`config.mk`:
```
export PLATFORM = sky130hd
export DESIGN_NAME = synth_voice_allocator_core
export DESIGN_NICKNAME = d
export VERILOG_FILES = /design/src/svc_pkg.sv /design/src/svc_voice_bank.sv /design/src/svc_ctrl.sv /design/src/synth_voice_allocator_core.sv
export SDC_FILE = /design/constraint.sdc
export NUM_CORES = 1
export LEC_CHECK = 0
export BUFFER_PORTS_ARGS = -buffer_cell sky130_fd_sc_hd__buf_2
export CAP_MARGIN = 20
export CORE_MARGIN = 4
export CORE_UTILIZATION = 30
export CTS_BUF_LIST = sky130_fd_sc_hd__clkbuf_2 sky130_fd_sc_hd__clkbuf_4 sky130_fd_sc_hd__clkbuf_8
export CTS_CLUSTER_DIAMETER = 200
export DETAILED_ROUTE_END_ITERATION = 10
export GPL_ROUTABILITY_DRIVEN = 0
export GPL_TIMING_DRIVEN = 0
export PLACE_DENSITY = 0.42
export SYNTH_ARGS = -nofsm -noshare
export SYNTH_HDL_FRONTEND = slang
export SYNTH_SLANG_ARGS = --single-unit
export TNS_END_PERCENT = 20
```
`constraint.sdc`:
```
create_clock -name clk_i -period 11.3 [get_ports clk_i]
set_input_delay 0.565 -clock clk_i [delete_from_list [all_inputs] [get_ports clk_i]]
set_output_delay 0.565 -clock clk_i [all_outputs]
set_load 0.02 [all_outputs]
```
`src/svc_pkg.sv`:
```
`default_nettype none

package svc_pkg;

  // Upper bound on voices the allocator ever addresses, and round-robin pattern length.
  localparam int unsigned VOICE_LIMIT = 6;
  localparam int unsigned PATTERN_LEN = 6;
  localparam logic [2:0]  POS_LAST    = 3'(PATTERN_LEN - 1);

  // Configuration register indexes.
  localparam logic REG_POLY_MODE   = 1'b0;
  localparam logic REG_VOICE_COUNT = 1'b1;

  // Poly modes.
  localparam logic [1:0] MODE_DEFAULT = 2'd0;
  localparam logic [1:0] MODE_RR      = 2'd1;
  localparam logic [1:0] MODE_LOWEST  = 2'd2;
  localparam logic [1:0] MODE_UNISON  = 2'd3;

  typedef enum logic [1:0] {
    OP_NOTE_ON    = 2'd0,
    OP_NOTE_OFF   = 2'd1,
    OP_VOICE_DONE = 2'd2
  } svc_op_e;

  typedef enum logic [1:0] {
    ACT_START   = 2'd0,
    ACT_RETRIG  = 2'd1,
    ACT_STEAL   = 2'd2,
    ACT_RELEASE = 2'd3
  } svc_action_e;

  typedef enum logic [3:0] {
    ST_IDLE,
    ST_MATCH,
    ST_FREE,
    ST_STEAL_HI,
    ST_STEAL_REL,
    ST_STEAL_ACT,
    ST_ISSUE,
    ST_UNI,
    ST_REL_FIND,
    ST_REL_EMIT
  } svc_state_e;

  // Commands from the sequencer to the voice bank.
  typedef struct packed {
    logic [2:0] rd_idx;
    logic [2:0] wr_idx;
    logic [6:0] start_note;
    logic       start;
    logic       rel;
    logic       finish;
    logic       clk_inc;
    logic       best_load;
  } svc_bank_cmd_t;

  // Status of the voice at the read pointer, plus the age compare result.
  typedef struct packed {
    logic       active;
    logic       gate;
    logic [6:0] note;
    logic       older;
    logic       held;
  } svc_bank_sts_t;

  typedef struct packed {
    logic [2:0]  voice;
    svc_action_e action;
    logic [6:0]  note;
    logic [6:0]  velocity;
    logic        legato;
    logic        last;
  } svc_result_t;

  function automatic logic [2:0] rr_voice(input logic [2:0] pos);
    logic [2:0] v;
    case (pos)
      3'd0:    v = 3'd0;
      3'd1:    v = 3'd2;
      3'd2:    v = 3'd4;
      3'd3:    v = 3'd1;
      3'd4:    v = 3'd3;
      3'd5:    v = 3'd5;
      default: v = 3'd0;
    endcase
    return v;
  endfunction

endpackage

`default_nettype wire

```
`src/svc_voice_bank.sv`:
```
`default_nettype none

module svc_voice_bank #(
  parameter int unsigned VOICES = 6
) (
  input  wire logic                  clk_i,
  input  wire logic                  rst_ni,
  input  wire logic                  clr_i,
  input  wire logic [2:0]            cnt_i,
  input  wire svc_pkg::svc_bank_cmd_t cmd_i,
  output      svc_pkg::svc_bank_sts_t sts_o
);
  import svc_pkg::*;

  localparam int unsigned VW = (VOICES > 1) ? $clog2(VOICES) : 1;

  logic [VOICES-1:0] active_q;
  logic [VOICES-1:0] gate_q;
  logic [6:0]        note_q  [VOICES];
  logic [63:0]       stamp_q [VOICES];
  logic [63:0]       clk_q;
  logic [63:0]       best_stamp_q;
  logic [VW-1:0]     rd;
  logic [VW-1:0]     wr;
  logic              held;

  assign rd = cmd_i.rd_idx[VW-1:0];
  assign wr = cmd_i.wr_idx[VW-1:0];

  always_comb begin
    held = 1'b0;
    for (int i = 0; i < VOICES; i++) begin
      if (gate_q[i] && (3'(i) < cnt_i)) begin
        held = 1'b1;
      end
    end
  end

  // The one 64-bit compare is shared by both age scans.
  assign sts_o.active = active_q[rd];
  assign sts_o.gate   = gate_q[rd];
  assign sts_o.note   = note_q[rd];
  assign sts_o.older  = stamp_q[rd] < best_stamp_q;
  assign sts_o.held   = held;

  always_ff @(posedge clk_i or negedge rst_ni) begin
    if (!rst_ni) begin
      active_q <= '0;
      gate_q   <= '0;
      for (int i = 0; i < VOICES; i++) begin
        note_q[i] <= '0;
      end
      clk_q <= '0;
    end else begin
      if (clr_i) begin
        active_q <= '0;
        gate_q   <= '0;
        for (int i = 0; i < VOICES; i++) begin
          note_q[i] <= '0;
        end
      end else if (cmd_i.start) begin
        active_q[wr] <= 1'b1;
        gate_q[wr]   <= 1'b1;
        note_q[wr]   <= cmd_i.start_note;
      end else if (cmd_i.rel) begin
        gate_q[wr] <= 1'b0;
      end else if (cmd_i.finish) begin
        active_q[wr] <= 1'b0;
        gate_q[wr]   <= 1'b0;
      end
      if (cmd_i.clk_inc) begin
        clk_q <= clk_q + 64'd1;
      end
    end
  end

  // Stamps are only read for active voices, which have always been written.
  always_ff @(posedge clk_i) begin
    if (cmd_i.start) begin
      stamp_q[wr] <= clk_q;
    end
    if (cmd_i.best_load) begin
      best_stamp_q <= stamp_q[rd];
    end
  end

endmodule

`default_nettype wire

```
`src/svc_ctrl.sv`:
```
`default_nettype none

module svc_ctrl #(
  parameter int unsigned VOICES = 6
) (
  input  wire logic                   clk_i,
  input  wire logic                   rst_ni,
  input  wire logic                   s_valid_i,
  input  wire logic [1:0]             s_op_i,
  input  wire logic [6:0]             s_note_i,
  input  wire logic [6:0]             s_vel_i,
  input  wire logic [2:0]             s_vidx_i,
  output      logic                   s_ready_o,
  input  wire logic [2:0]             cnt_i,
  input  wire logic [1:0]             mode_i,
  input  wire svc_pkg::svc_bank_sts_t sts_i,
  output      svc_pkg::svc_bank_cmd_t cmd_o,
  input  wire logic                   out_free_i,
  output      logic                   res_valid_o,
  output      svc_pkg::svc_result_t   res_o
);
  import svc_pkg::*;

  localparam logic [2:0] VLIM = 3'(VOICES);

  svc_state_e  state_q, state_d;
  logic [2:0]  ptr_q, ptr_d;
  logic [2:0]  pos_q, pos_d;
  logic [2:0]  rr_next_q, rr_next_d;
  logic [2:0]  sel_q, sel_d;
  svc_action_e act_q, act_d;
  logic        found_q, found_d;
  logic        any_q, any_d;
  logic        held_q, held_d;
  logic [6:0]  best_note_q, best_note_d;
  logic [2:0]  last_idx_q, last_idx_d;
  logic [6:0]  nt_q, nt_d;
  logic [6:0]  vel_q, vel_d;

  logic       last_scan;
  logic       match_on;
  logic       match_off;
  logic [2:0] rr_v;
  logic       rr_ok;
  logic [2:0] pos_nxt;
  logic       cand_hi;
  logic       cand_rel;
  logic       cand_act;

  assign last_scan = (ptr_q == (cnt_i - 3'd1));
  assign match_on  = sts_i.active && (sts_i.note == nt_q);
  assign match_off = ((mode_i == MODE_UNISON) || sts_i.active) && (sts_i.note == nt_q);
  assign rr_v      = rr_voice(pos_q);
  assign rr_ok     = (rr_v < cnt_i) && !sts_i.active;
  assign pos_nxt   = (pos_q == POS_LAST) ? 3'd0 : pos_q + 3'd1;
  assign cand_hi   = sts_i.active && (!found_q || (sts_i.note > best_note_q));
  assign cand_rel  = sts_i.active && !sts_i.gate && (!found_q || sts_i.older);
  assign cand_act  = sts_i.active && (!found_q || sts_i.older);

  always_ff @(posedge clk_i or negedge rst_ni) begin
    if (!rst_ni) begin
      state_q   <= ST_IDLE;
      ptr_q     <= '0;
      pos_q     <= '0;
      rr_next_q <= '0;
      found_q   <= 1'b0;
      any_q     <= 1'b0;
    end else begin
      state_q   <= state_d;
      ptr_q     <= ptr_d;
      pos_q     <= pos_d;
      rr_next_q <= rr_next_d;
      found_q   <= found_d;
      any_q     <= any_d;
    end
  end

  always_ff @(posedge clk_i) begin
    sel_q       <= sel_d;
    act_q       <= act_d;
    held_q      <= held_d;
    best_note_q <= best_note_d;
    last_idx_q  <= last_idx_d;
    nt_q        <= nt_d;
    vel_q       <= vel_d;
  end

  // Next state and scan registers.
  always_comb begin
    state_d     = state_q;
    ptr_d       = ptr_q;
    pos_d       = pos_q;
    rr_next_d   = rr_next_q;
    sel_d       = sel_q;
    act_d       = act_q;
    found_d     = found_q;
    any_d       = any_q;
    held_d      = held_q;
    best_note_d = best_note_q;
    last_idx_d  = last_idx_q;
    nt_d        = nt_q;
    vel_d       = vel_q;
    case (state_q)
      ST_IDLE: begin
        if (s_valid_i) begin
          nt_d    = s_note_i;
          vel_d   = s_vel_i;
          ptr_d   = 3'd0;
          found_d = 1'b0;
          any_d   = 1'b0;
          held_d  = sts_i.held;
          if (s_op_i == OP_NOTE_ON) begin
            state_d = (mode_i == MODE_UNISON) ? ST_UNI : ST_MATCH;
          end else if (s_op_i == OP_NOTE_OFF) begin
            state_d = ST_REL_FIND;
          end
        end
      end
      ST_MATCH: begin
        if (match_on) begin
          sel_d   = ptr_q;
          act_d   = ACT_RETRIG;
          state_d = ST_ISSUE;
        end else if (last_scan) begin
          state_d = ST_FREE;
          ptr_d   = 3'd0;
          pos_d   = rr_next_q;
        end else begin
          ptr_d = ptr_q + 3'd1;
        end
      end
      ST_FREE: begin
        if (mode_i == MODE_LOWEST) begin
          if (!sts_i.active) begin
            sel_d   = ptr_q;
            act_d   = ACT_START;
            state_d = ST_ISSUE;
          end else if (last_scan) begin
            state_d = ST_STEAL_HI;
            act_d   = ACT_STEAL;
            ptr_d   = 3'd0;
            found_d = 1'b0;
          end else begin
            ptr_d = ptr_q + 3'd1;
          end
        end else begin
          if (rr_ok) begin
            sel_d     = rr_v;
            act_d     = ACT_START;
            rr_next_d = pos_nxt;
            state_d   = ST_ISSUE;
          end else if (ptr_q == POS_LAST) begin
            state_d = ST_STEAL_REL;
            act_d   = ACT_STEAL;
            ptr_d   = 3'd0;
            found_d = 1'b0;
          end else begin
            ptr_d = ptr_q + 3'd1;
            pos_d = pos_nxt;
          end
        end
      end
      ST_STEAL_HI: begin
        if (cand_hi) begin
          sel_d       = ptr_q;
          best_note_d = sts_i.note;
          found_d     = 1'b1;
        end
        if (last_scan) begin
          ptr_d   = 3'd0;
          state_d = (found_q || cand_hi) ? ST_ISSUE : ST_STEAL_REL;
        end else begin
          ptr_d = ptr_q + 3'd1;
        end
      end
      ST_STEAL_REL: begin
        if (cand_rel) begin
          sel_d   = ptr_q;
          found_d = 1'b1;
        end
        if (last_scan) begin
          ptr_d   = 3'd0;
          state_d = (found_q || cand_rel) ? ST_ISSUE : ST_STEAL_ACT;
        end else begin
          ptr_d = ptr_q + 3'd1;
        end
      end
      ST_STEAL_ACT: begin
        if (cand_act) begin
          sel_d   = ptr_q;
          found_d = 1'b1;
        end
        if (last_scan) begin
          state_d = ST_ISSUE;
        end else begin
          ptr_d = ptr_q + 3'd1;
        end
      end
      ST_ISSUE: begin
        if (out_free_i) begin
          state_d = ST_IDLE;
        end
      end
      ST_UNI: begin
        if (out_free_i) begin
          if (last_scan) begin
            state_d = ST_IDLE;
          end else begin
            ptr_d = ptr_q + 3'd1;
          end
        end
      end
      ST_REL_FIND: begin
        if (match_off) begin
          any_d      = 1'b1;
          last_idx_d = ptr_q;
        end
        if (last_scan) begin
          ptr_d   = 3'd0;
          state_d = (any_q || match_off) ? ST_REL_EMIT : ST_IDLE;
        end else begin
          ptr_d = ptr_q + 3'd1;
        end
      end
      ST_REL_EMIT: begin
        if (!match_off) begin
          ptr_d = ptr_q + 3'd1;
        end else if (out_free_i) begin
          if (ptr_q == last_idx_q) begin
            state_d = ST_IDLE;
          end else begin
            ptr_d = ptr_q + 3'd1;
          end
        end
      end
      default: begin
        state_d = ST_IDLE;
      end
    endcase
  end

  // Bank commands and results.
  always_comb begin
    s_ready_o        = (state_q == ST_IDLE);
    cmd_o            = '0;
    cmd_o.rd_idx     = ((state_q == ST_FREE) && (mode_i != MODE_LOWEST)) ? rr_v : ptr_q;
    cmd_o.wr_idx     = sel_q;
    cmd_o.start_note = nt_q;
    res_valid_o      = 1'b0;
    res_o.voice      = sel_q;
    res_o.action     = act_q;
    res_o.note       = nt_q;
    res_o.velocity   = vel_q;
    res_o.legato     = 1'b0;
    res_o.last       = 1'b1;
    case (state_q)
      ST_IDLE: begin
        if (s_valid_i) begin
          if (s_op_i == OP_NOTE_ON) begin
            cmd_o.clk_inc = 1'b1;
          end else if ((s_op_i == OP_VOICE_DONE) && (s_vidx_i < VLIM)) begin
            cmd_o.finish = 1'b1;
            cmd_o.wr_idx = s_vidx_i;
          end
        end
      end
      ST_STEAL_REL: begin
        cmd_o.best_load = cand_rel;
      end
      ST_STEAL_ACT: begin
        cmd_o.best_load = cand_act;
      end
      ST_ISSUE: begin
        res_valid_o = 1'b1;
        cmd_o.start = out_free_i;
      end
      ST_UNI: begin
        res_valid_o  = 1'b1;
        res_o.voice  = ptr_q;
        res_o.action = !sts_i.active ? ACT_START
                     : ((sts_i.note == nt_q) ? ACT_RETRIG : ACT_STEAL);
        res_o.legato = held_q;
        res_o.last   = last_scan;
        cmd_o.start  = out_free_i;
        cmd_o.wr_idx = ptr_q;
      end
      ST_REL_EMIT: begin
        res_valid_o    = match_off;
        res_o.voice    = ptr_q;
        res_o.action   = ACT_RELEASE;
        res_o.velocity = 7'd0;
        res_o.last     = (ptr_q == last_idx_q);
        cmd_o.rel      = match_off && out_free_i;
        cmd_o.wr_idx   = ptr_q;
      end
      default: begin
        res_valid_o = 1'b0;
      end
    endcase
  end

endmodule

`default_nettype wire

```
`src/synth_voice_allocator_core.sv`:
```
`default_nettype none

// Polyphonic voice allocator. Note events come in on the slave stream: tuser carries the
// operation, tdata the note, velocity and voice index. Voice commands leave on the master
// stream, one word per addressed voice, with tlast on the final command of an event.
// The configuration channel sets the poly mode and voice count and is always ready;
// changing the mode silences every voice.
// An event is handled by a sequencer that walks the voices one per cycle through the one
// age compare of the voice bank, waiting while the output register cannot take a result.
// A note-on runs a match scan of the N voices, a free search of up to N voices in
// lowest-index mode or six pattern steps in round-robin mode, then one note scan or up to
// two age scans to find a voice to steal, and an issue step; unison walks the N voices,
// where N is the voice count in use. A note-off runs a find scan and an emit scan, and a
// voice-finished event ends on acceptance. Input is not ready while an event is in work.
// Results sit in a one-word output register; when the receiver stalls, the sequencer
// waits on that register and the input stays blocked until the event completes.
// Reset clears all voices, the event counter and the round-robin position, and sets
// round-robin mode with six voices.

module synth_voice_allocator_core #(
  parameter int unsigned NUM_VOICES = 6
) (
  input  wire logic        clk_i,
  input  wire logic        rst_ni,
  input  wire logic        s_axis_tvalid,
  output      logic        s_axis_tready,
  // tdata: note[6:0], velocity[13:7], voice_index[16:14], zero fill
  input  wire logic [23:0] s_axis_tdata,
  // tuser: operation[1:0]
  input  wire logic [1:0]  s_axis_tuser,
  output      logic        m_axis_tvalid,
  input  wire logic        m_axis_tready,
  // tdata: voice[2:0], note_out[9:3], velocity_out[16:10], legato[17], zero fill
  output      logic [23:0] m_axis_tdata,
  // tuser: action[1:0]
  output      logic [1:0]  m_axis_tuser,
  output      logic        m_axis_tlast,
  input  wire logic        cfg_valid_i,
  output      logic        cfg_ready_o,
  input  wire logic        cfg_index_i,
  input  wire logic [2:0]  cfg_data_i
);
  import svc_pkg::*;

  localparam int unsigned VOICES = (NUM_VOICES < VOICE_LIMIT) ? NUM_VOICES : VOICE_LIMIT;
  localparam logic [2:0]  VLIM   = 3'(VOICES);

  logic [1:0]    mode_q;
  logic [2:0]    vcount_q;
  logic          clr;
  logic [2:0]    cnt;
  logic [1:0]    mode_eff;
  svc_bank_cmd_t cmd;
  svc_bank_sts_t sts;
  logic          out_free;
  logic          res_valid;
  svc_result_t   res;
  logic          out_valid_q, out_valid_d;
  svc_result_t   out_q, out_d;

  assign cfg_ready_o = 1'b1;
  assign clr = cfg_valid_i && (cfg_index_i == REG_POLY_MODE) && (cfg_data_i[1:0] != mode_q);

  always_ff @(posedge clk_i or negedge rst_ni) begin
    if (!rst_ni) begin
      mode_q   <= MODE_RR;
      vcount_q <= 3'd6;
    end else if (cfg_valid_i) begin
      case (cfg_index_i)
        REG_POLY_MODE:   mode_q   <= cfg_data_i[1:0];
        REG_VOICE_COUNT: vcount_q <= cfg_data_i;
        default:         mode_q   <= mode_q;
      endcase
    end
  end

  // A requested count of seven drops to six and zero rises to one, then it is clamped to the built voices.
  always_comb begin
    cnt = vcount_q;
    if ((cnt >= 3'd6) && cnt[0]) begin
      cnt = cnt - 3'd1;
    end
    if (cnt == 3'd0) begin
      cnt = 3'd1;
    end
    if (cnt > VLIM) begin
      cnt = VLIM;
    end
  end

  assign mode_eff = (mode_q == MODE_DEFAULT) ? MODE_RR : mode_q;

  svc_voice_bank #(
    .VOICES (VOICES)
  ) u_bank (
    .clk_i  (clk_i),
    .rst_ni (rst_ni),
    .clr_i  (clr),
    .cnt_i  (cnt),
    .cmd_i  (cmd),
    .sts_o  (sts)
  );

  svc_ctrl #(
    .VOICES (VOICES)
  ) u_ctrl (
    .clk_i       (clk_i),
    .rst_ni      (rst_ni),
    .s_valid_i   (s_axis_tvalid),
    .s_op_i      (s_axis_tuser),
    .s_note_i    (s_axis_tdata[6:0]),
    .s_vel_i     (s_axis_tdata[13:7]),
    .s_vidx_i    (s_axis_tdata[16:14]),
    .s_ready_o   (s_axis_tready),
    .cnt_i       (cnt),
    .mode_i      (mode_eff),
    .sts_i       (sts),
    .cmd_o       (cmd),
    .out_free_i  (out_free),
    .res_valid_o (res_valid),
    .res_o       (res)
  );

  assign out_free = !out_valid_q || m_axis_tready;

  always_comb begin
    out_valid_d = out_valid_q;
    out_d       = out_q;
    if (res_valid && out_free) begin
      out_valid_d = 1'b1;
      out_d       = res;
    end else if (m_axis_tready) begin
      out_valid_d = 1'b0;
    end
  end

  always_ff @(posedge clk_i or negedge rst_ni) begin
    if (!rst_ni) begin
      out_valid_q <= 1'b0;
    end else begin
      out_valid_q <= out_valid_d;
    end
  end

  always_ff @(posedge clk_i) begin
    out_q <= out_d;
  end

  assign m_axis_tvalid = out_valid_q;
  assign m_axis_tdata  = {6'd0, out_q.legato, out_q.velocity, out_q.note, out_q.voice};
  assign m_axis_tuser  = out_q.action;
  assign m_axis_tlast  = out_q.last;

endmodule

`default_nettype wire
```
==> metrics.md, run 1 <==
| Metric | Value |
|---|---|
| Min cycle time layout | 8.745 ns |
| Total wire length after detailed routing | 72090 um |
| Register bit total from synthesis | 638 |
| Port Buf Inserts | 50 |
| VDD IR max | 0.00008505 V |
| Placed Cells | ~3200 |
| I/O Pins | 65 |
| Worst min-delay path category | input pin to register |
| Final number of max-transition violations | 0 |
| Required time of the critical path | roughly 12 ns |
| Post-cts sizing count | 0 |
| Starting utilization of the core area | 30.47% |
| Endpoints failing setup | 0 |
| Critical setup path kind | register to register |
| Slew @ Worst Pin | 1.139 ns |
| Post-layout net count | 2314 |
| Start point of the worst hold path | cfg_data_i[1] |
| DR pass1 iterations | 5 |
| Leak pwr | 12.74 nW |
| Number of clock buffers inserted by TritonCTS | 113 |
| Part of the Yosys area used for sequential elements | 66.93% |
| Clock transition at the registers of the reported paths | ~0.06 ns |
| Number of antenna violations at the first check in global routing | 2 |
| Period utilisation layout | between 70% and 80% |
| Floorplan row count | 110 |
| Yosys synthesis warning count | 0 |
| Synth cell types | 79 |
| Power Total | slightly below 8 mW |
| Routed via count | 16840 |
| Horizontal die dimension | 311.3 um |
| Clock tree root driver cell | sky130_fd_sc_hd__clkbuf_8 |
| Detailed placement HPWL | 45660 um |
| Number of remaining DRC errors | 0 |
| GRT Util Overall | 14.81% |
| Hold path endpoint | vcount_q[1] |
| Fin Clk Skew | 0.04188 ns |
| Number of H-tree levels | 3 |
| Vert. Die Dim | 311.3 um |
| Maximum Capacitance Violations | 0 |
| Residual antenna-violating net count after detailed routing | 0 |
| Synthesized area divided by synthesized cell count | 13.84 um^2 |
| Maximum number of pins on one net before global-route repair | slightly above 100 |
| Number of instances on the worst hold path | 2 |
| Endpoint of the most critical register-to-register path | u_bank.best_stamp_q[6] |
| Cells traversed along the worst timing path | clkbuf_1 -> nand2b_1 -> clkbuf_1 -> a21o_1 -> nand2_1 -> inv_2 -> buf_1 -> clkbuf_1 -> clkbuf_1 -> nand2_1 -> a31oi_1 -> ha_1 -> a21o_1 -> a21o_1 -> a21oi_1 -> a2111oi_0 -> a221oi_1 -> o211ai_1 -> a221oi_1 -> o21ai_0 -> buf_4 -> nor2_4 -> buf_12 |
| Number of violations reported at the end of detailed-routing iteration 0 | 1146 |
| Critical Path Fanout Max | 28 |
| Final Hold Vio Count | 0 |
| FF-to-FF path depth | 23 |
| Peak per-stage delay on the critical path | 0.68 ns |
| Async set or reset register ratio after synthesis | between 20% and 30% |
| Dominant cell type by count on the critical path | sky130_fd_sc_hd__clkbuf_1 |
| Detailed-route wire length per cell | 20.73 um |
| Pwr/cell area | 237.8 nW/um^2 |
| Worst setup EP type | register |
| Core Footprint | 90560 um^2 |
| Main synth FF type | sky130_fd_sc_hd__edfxtp_1 |
| TNS Setup | 0 ns |
| Number of global-route vias before repair | 17430 |
| Vias/cell | 4.842 |
| Slowest stage cell on the critical path | sky130_fd_sc_hd__clkbuf_1 |
| Register-to-register setup slack | 2.56 ns |
| Number of buffers on the longest clock path | 3 |
| Status | finished clean |
| Max Fclk | roughly 0.11 GHz |
| Leftover overflow at the end of global routing | 0 |
| Wire length of the first global-routing pass | approximately 110000 um |
| Number of non-filler instances in the completed layout | 3478 |
| Hold Slack | 0.1309 ns |
| Skew-Pair Late Insertion Delay | about 0.74 ns |
| Area growth from synthesis to layout | 17.42% |
| Die footprint | 96890 um^2 |
| Cell area after technology mapping | ~28000 um^2 |
| RR Startpoint | mode_q[0] |
| Final cell utilization of the core | 35.78% |
| Worst Path Arrival | just over 9 ns |
| CTS tree | done |
| Max transition margin | 22.11% |
| Startpoint type of the worst setup path | register |
| Fraction of layout cells with a size suffix above 1 | 17.22% |
| Post-synth EDFFs | 499 |
| Count of mapped cells out of synthesis | 1994 |
| Unrepaired setup endpoints after global routing | false |
| Clock net sink count | 638 |
-- report_power, final --
part           switching [mW]  leakage, nW  internal, mW
Combinational            1.62         4.68         0.982
Sequential             0.0877         6.74          2.73
Clock                   0.991         1.32          1.30
Total                    2.69         12.7          5.01
-- kinds of logic after synthesis --
group,Yosys count,share of synthesized area (%)
flops,638,66.93
simple gates,593,10.03
compound gates,303,7.092
buf+inv,186,2.716
mux,121,7.346
fa+ha+maj,79,3.582
xor+xnor,72,2.285
other cells,2,0.02722
-- worst max path at each step --
stage / endpoint / start / cells past startpoint
6_report: u_bank.best_stamp_q[6] / mode_q[0] / 23
3_5_place_dp: u_bank.best_stamp_q[30] / mode_q[0] / 23
4_1_cts: u_bank.best_stamp_q[11] / mode_q[0] / 23
5_1_grt: u_bank.best_stamp_q[11] / mode_q[0] / 23
2_1_floorplan: u_bank.best_stamp_q[0] / mode_q[0] / 21
3_3_place_gp: u_bank.best_stamp_q[30] / mode_q[0] / 21
-- cells in the mapped netlist, types with 25 or more instances --
library cell | n | area, um^2
sky130_fd_sc_hd__mux2i_1 | 45 | 450.4
sky130_fd_sc_hd__nand3_1 | 64 | 320.3
sky130_fd_sc_hd__a21o_1 | 40 | 300.3
sky130_fd_sc_hd__mux4_2 | 64 | 1441
sky130_fd_sc_hd__a31oi_1 | 74 | 462.9
sky130_fd_sc_hd__nor2_1 | 162 | 608.1
sky130_fd_sc_hd__clkbuf_1 | 60 | 225.2
sky130_fd_sc_hd__edfxtp_1 | 499 | 14980
sky130_fd_sc_hd__xnor2_1 | 58 | 508.0
sky130_fd_sc_hd__nand2_1 | 221 | 829.6
sky130_fd_sc_hd__dfrtp_1 | 136 | 3403
sky130_fd_sc_hd__o21ai_0 | 57 | 285.3
sky130_fd_sc_hd__nand4_1 | 25 | 156.4
sky130_fd_sc_hd__ha_1 | 79 | 988.5
sky130_fd_sc_hd__inv_1 | 97 | 364.1
sky130_fd_sc_hd__a21oi_1 | 50 | 250.2
-- layout make-up --
class	instances	area [um^2]
antenna	2	5.005
buffer	86	381.6
clock buffer	183	2218
clock inverter	32	257.7
fill	8805	58160
inverter	100	385.4
multi-input combinational	1175	8416
sequential	638	18470
tap	1176	1471
timing repair buffer	86	797.0
-- cell usage in the layout, fill, tap and decap left out, types with 25 or more instances in the layout --
cell                       netlist  final
sky130_fd_sc_hd__xnor2_1        58     58
sky130_fd_sc_hd__nand3_1        64     64
sky130_fd_sc_hd__buf_2           8     57
sky130_fd_sc_hd__a21o_1         40     40
sky130_fd_sc_hd__mux4_2         64     64
sky130_fd_sc_hd__edfxtp_1      499    499
sky130_fd_sc_hd__a21oi_1        50     49
sky130_fd_sc_hd__clkbuf_1       60     58
sky130_fd_sc_hd__dfrtp_1       136    136
sky130_fd_sc_hd__clkbuf_4        0     50
sky130_fd_sc_hd__o21ai_0        57     57
sky130_fd_sc_hd__mux2i_1        45     45
sky130_fd_sc_hd__nor2_1        162    161
sky130_fd_sc_hd__clkbuf_8        0    135
sky130_fd_sc_hd__a31oi_1        74     74
sky130_fd_sc_hd__nand4_1        25     25
sky130_fd_sc_hd__inv_1          97     93
sky130_fd_sc_hd__ha_1           79     79
sky130_fd_sc_hd__nand2_1       221    221
-- routing by layer --
metal	track usage, %	vias up	wire (um)	share of wire, %
li1	-	7880	-	-
met1	20.35	8433	33630	47
met2	24.08	402	33620	47
met3	2.618	127	3121	4.3
met4	4.443	0	1719	2.4
met5	0	-	0	0
-- state kept, by name (all words and copies together) (netlist names), 4 cells and up --
| register | count |
|---|---|
| m_axis_tdata | 18 |
| u_bank.active_q | 6 |
| u_bank.best_stamp_q | 64 |
| u_bank.clk_q | 64 |
| u_bank.gate_q | 6 |
| u_bank.note_q | 42 |
| u_bank.stamp_q | 384 |
| u_ctrl.best_note_q | 7 |
| u_ctrl.nt_q | 7 |
| u_ctrl.state_q | 4 |
| u_ctrl.vel_q | 7 |
-- timing repair --
| item | in CTS | in global routing |
|---|---|---|
| buffers inserted | 0 | 0 |
| hold endpoints to repair | 52 | 0 |
| hold buffers | 16 | 0 |
| setup endpoints to repair | 0 | 0 |
-- worst max-delay path, delay by kind of cell (launching register included) --
family | cells | cell delay [ns]
DFF | 1 | 0.51
AOI/OAI and AO/OA | 10 | 3.05
buffers and inverters | 8 | 3.29
and+or+nand+nor | 4 | 1.20
adders and majority gates | 1 | 0.32
-- stage by stage --
step | setup slack [ns] | area (um^2)
floorplan | 3.505 | 27610
global placement | -2.491 | 29330
detailed placement | 1.682 | 29700
CTS | 1.651 | 32340
global route | 1.989 | 32400
finish | 2.556 | 32400
(Power assumes the default switching activity.)
==> run 2, diff against run 1 <==
Settings changed: ABC_AREA set to 1, PLACE_DENSITY 0.42 to 0.44.
Clock period 11.3 ns to 8.02 ns, I/O delays scaled along.
==> run 2 against run 1 <==
  * The flow now finishes with violations (design-rule violations)
  * Sequential cell count unchanged
  * Hold slack got worse by 0.041 ns
  * Power increased by 50%
  * Core utilization about the same
  * Wire length increased by 9.1%
  * Clock skew increased by 0.0025 ns
  * Cell count increased by 14%
  * Sequential share of layout area decreased by 0.89 points
  * Synthesized cell count increased by 21%
  * Critical endpoint is now u_bank.best_stamp_q[33]
  * Highest routed layer unchanged
==> metrics.md, run 2 <==
| Metric | Value |
|---|---|
| Main synth FF type | sky130_fd_sc_hd__edfxtp_1 |
| Cell area after technology mapping | ~28000 um^2 |
| Floorplan row count | between 100 and 150 |
| Worst Path Arrival | roughly 7.9 ns |
| Min cycle time layout | roughly 7.5 ns |
| Post-synth EDFFs | 499 |
| Required time of the critical path | 8.43 ns |
| Yosys top cell by area | sky130_fd_sc_hd__edfxtp_1 |
| TNS Setup | 0 ns |
| Clock net sink count | 638 |
| Period utilisation layout | a little over nine tenths |
| Clock tree root driver cell | sky130_fd_sc_hd__clkbuf_8 |
| Top Registers | u_bank.stamp_q x384, u_bank.best_stamp_q x64, u_bank.clk_q x64 |
| Core Footprint | about 92000 um^2 |
| Register-to-register setup slack | 0.49 ns |
| Area growth from synthesis to layout | 17.80% |
| Synth cell types | 55 |
| Count of mapped cells out of synthesis | 2410 |
| Critical Path Fanout Max | 20 |
| Number of buffers on the longest clock path | 3 |
| Horizontal die dimension | 313.2 um |
| Number of global-route vias before repair | 19080 |
| Endpoint of the most critical register-to-register path | u_bank.best_stamp_q[33] |
| Largest reg by FF count | u_bank.stamp_q |
| Starting utilization of the core area | 30.34% |
| Vias/cell | around 4.8 |
| Most common cell after layout, fill and taps aside | sky130_fd_sc_hd__edfxtp_1 |
| CTS tree | done |
| Leftover overflow at the end of global routing | 0 |
| Leak pwr | 12.28 nW |
| Wire length of the first global-routing pass | roughly 120000 um |
| I/O Pins | 65 |
| Top library cells by usage in the layout, fill and taps aside | sky130_fd_sc_hd__edfxtp_1 (499), sky130_fd_sc_hd__nand2_1 (461), sky130_fd_sc_hd__inv_1 (231) |
| Startpoint type of the worst setup path | register |
| Share of the synthesized area in the top cell type | 53.63% |
| Final cell utilization of the core | 35.74% |
| Fin Clk Skew | 0.04436 ns |
| Detailed placement HPWL | 53370 um |
| Fraction of layout cells with a size suffix above 1 | 13.82% |
| Most numerous cell types in the synthesized netlist | sky130_fd_sc_hd__edfxtp_1 (499), sky130_fd_sc_hd__nand2_1 (461), sky130_fd_sc_hd__inv_1 (232), sky130_fd_sc_hd__o21ai_0 (151), sky130_fd_sc_hd__dfrtp_1 (136) |
| Power Total | 11.53 mW |
| Biggest area contributors in the synthesized netlist | sky130_fd_sc_hd__edfxtp_1 (54%), sky130_fd_sc_hd__dfrtp_1 (12%), sky130_fd_sc_hd__nand2_1 (6.2%) |
| RR Startpoint | mode_q[0] |
| Unrepaired setup endpoints after global routing | false |
| Number of antenna violations at the first check in global routing | 1 |
| Register bit total from synthesis | 638 |
| Vert. Die Dim | 313.2 um |
| Critical setup path kind | register to register |
| Number of clock buffers inserted by TritonCTS | 113 |
| Async set or reset register ratio after synthesis | a little over a fifth |
| Count leader, synth | sky130_fd_sc_hd__edfxtp_1 |
| Max Fclk | roughly 0.13 GHz |
| VDD IR max | 0.0001409 V |
| Start point of the worst hold path | m_axis_tready |
| Violations in the final reports | design-rule violations |
| Clock transition at the registers of the reported paths | around 0.060 ns |
| Part of the Yosys area used for sequential elements | 66.10% |
| Residual antenna-violating net count after detailed routing | 0 |
| Status | finished with violations |
| Worst setup EP type | register |
| Flip-flop count of the largest register, all copies and words added | 384 |
| Worst min-delay path category | input pin to register |
| Maximum number of pins on one net before global-route repair | ~100 |
| Port Buf Inserts | 50 |
| Detailed-route wire length per cell | 19.87 um |
| Hold path endpoint | m_axis_tvalid |
| Maximum Capacitance Violations | 0 |
| Die footprint | 98070 um^2 |
| Pwr/cell area | 350.4 nW/um^2 |
| FF-to-FF path depth | 25 |
| Number of instances on the worst hold path | 4 |
| Max transition margin | 34.26% |
| Final number of max-transition violations | 0 |
| Routed via count | around 19000 |
| Endpoints failing setup | 0 |
| Number of H-tree levels | 3 |
| GRT Util Overall | around 16% |
| Number of remaining DRC errors | 1 |
| Post-layout net count | 2734 |
| Number of violations reported at the end of detailed-routing iteration 0 | 1400 |
| Slew @ Worst Pin | 0.9772 ns |
| Post-CTS repair timing setup buffer count | 0 |
| Yosys synthesis warning count | 0 |
| Final Hold Vio Count | 0 |
| Skew-Pair Late Insertion Delay | approximately 0.74 ns |
| Total wire length after detailed routing | about 80000 um |
| DR pass1 iterations | 8 |
| Synthesized area divided by synthesized cell count | 11.59 um^2 |
==> run 2: cell count changes after synthesis, sizes merged, moves of 47 or more <==
| cell | previous run | this run |
|---|---|---|
| o21ai | 67 | 158 |
| a32o | 0 | 47 |
| inv | 99 | 235 |
| a21oi | 51 | 132 |
| a31oi | 75 | 19 |
| nand2 | 221 | 467 |
| mux4 | 64 | 0 |
==> run 2: stage by stage <==
step	cell area, um^2	instances	worst slack (ns)	hold WS, ns
after floorplan	27960	2415	0.8668	0.1054
after global placement	29760	3708	-5.079	0.4387
after detailed placement	30290	3729	-0.6523	0.3255
after CTS	32910	3958	0.06880	0.02134
after global routing	32910	3958	0.09841	0.05069
final	32910	3958	0.4947	0.09004
==> run 2: power by group <==
| group | internal [mW] | switching [mW] |
|---|---|---|
| clock network | 1.80 | 1.35 |
| logic | 1.31 | 2.97 |
| registers | 3.97 | 0.143 |
==> run 2: final cells by class <==
| type | instances | area (um^2) |
|---|---|---|
| multi-input cells | 1445 | 8240 |
| repair buffers | 94 | 950.9 |
| inverters | 236 | 888.4 |
| well taps | 1243 | 1555 |
| fillers | 9092 | 59170 |
| clock buffers | 174 | 2113 |
| clock inverters | 34 | 277.8 |
| diodes | 2 | 5.005 |
| flip-flops and latches | 638 | 18470 |
| plain buffers | 92 | 414.1 |
==> run 2: critical path, stage by stage (launching register included) <==
cell and delay (ns):
sky130_fd_sc_hd__dfstp_2 0.53, sky130_fd_sc_hd__inv_1 0.06, sky130_fd_sc_hd__nand2_1 0.24, sky130_fd_sc_hd__nand3_2 0.27, sky130_fd_sc_hd__inv_2 0.21, sky130_fd_sc_hd__nand2_1 0.09, sky130_fd_sc_hd__o21ai_2 0.16, sky130_fd_sc_hd__clkbuf_1 0.78
sky130_fd_sc_hd__clkbuf_1 0.57, sky130_fd_sc_hd__clkbuf_1 0.64, sky130_fd_sc_hd__a31oi_1 0.37, sky130_fd_sc_hd__ha_1 0.38, sky130_fd_sc_hd__nand2_1 0.10, sky130_fd_sc_hd__inv_1 0.06, sky130_fd_sc_hd__nand3_1 0.09, sky130_fd_sc_hd__nor3_1 0.07
sky130_fd_sc_hd__nand2_1 0.10, sky130_fd_sc_hd__o2111ai_1 0.21, sky130_fd_sc_hd__a221oi_1 0.60, sky130_fd_sc_hd__nand2_1 0.23, sky130_fd_sc_hd__nand2_1 0.15, sky130_fd_sc_hd__nand2_1 0.11, sky130_fd_sc_hd__o21ai_4 0.52, sky130_fd_sc_hd__buf_16 0.24
sky130_fd_sc_hd__buf_12 0.19, sky130_fd_sc_hd__buf_16 0.19
==> run 2: routing by layer <==
layer | global-route usage [%] | share of wire, %
met1 | 21.47 | 45
met2 | 26.21 | 48
met3 | 2.810 | 4.9
met4 | 5.217 | 2.5
met5 | 0 | 0
==> run 2: worst max path at each step <==
stage                      startpoint                       to  slack (ns)  depth (start not counted)
finish                      mode_q[0]  u_bank.best_stamp_q[33]        0.49                         25
global route                mode_q[0]  u_bank.best_stamp_q[33]         0.1                         25
CTS                         mode_q[0]  u_bank.best_stamp_q[33]        0.07                         28
detailed placement  u_ctrl.state_q[3]  u_bank.best_stamp_q[33]       -0.65                         27
global placement    u_ctrl.state_q[3]  u_bank.best_stamp_q[33]       -5.08                         24
floorplan           u_ctrl.state_q[3]   u_bank.best_stamp_q[0]        0.87                         22
==> run 2: logic make-up (layout without fill, tap and decap cells) <==
kind of cell | count (synthesis) | in the layout | share of synthesized area, %
other | 2 | 9 | 0.02688
buffers and inverters | 332 | 630 | 4.658
DFF | 638 | 638 | 66.10
AOI/OAI and AO/OA | 463 | 463 | 10.13
adders and majority gates | 79 | 79 | 3.538
and+or+nand+nor | 818 | 818 | 13.09
muxes | 2 | 2 | 0.08061
xor gates and xnor gates | 76 | 76 | 2.383
==> run 2: what timing repair did <==
item,CTS,global route
hold buffers,23,0
hold endpoints to repair,98,0
setup endpoints to repair,65,37
gates resized for setup,2,1
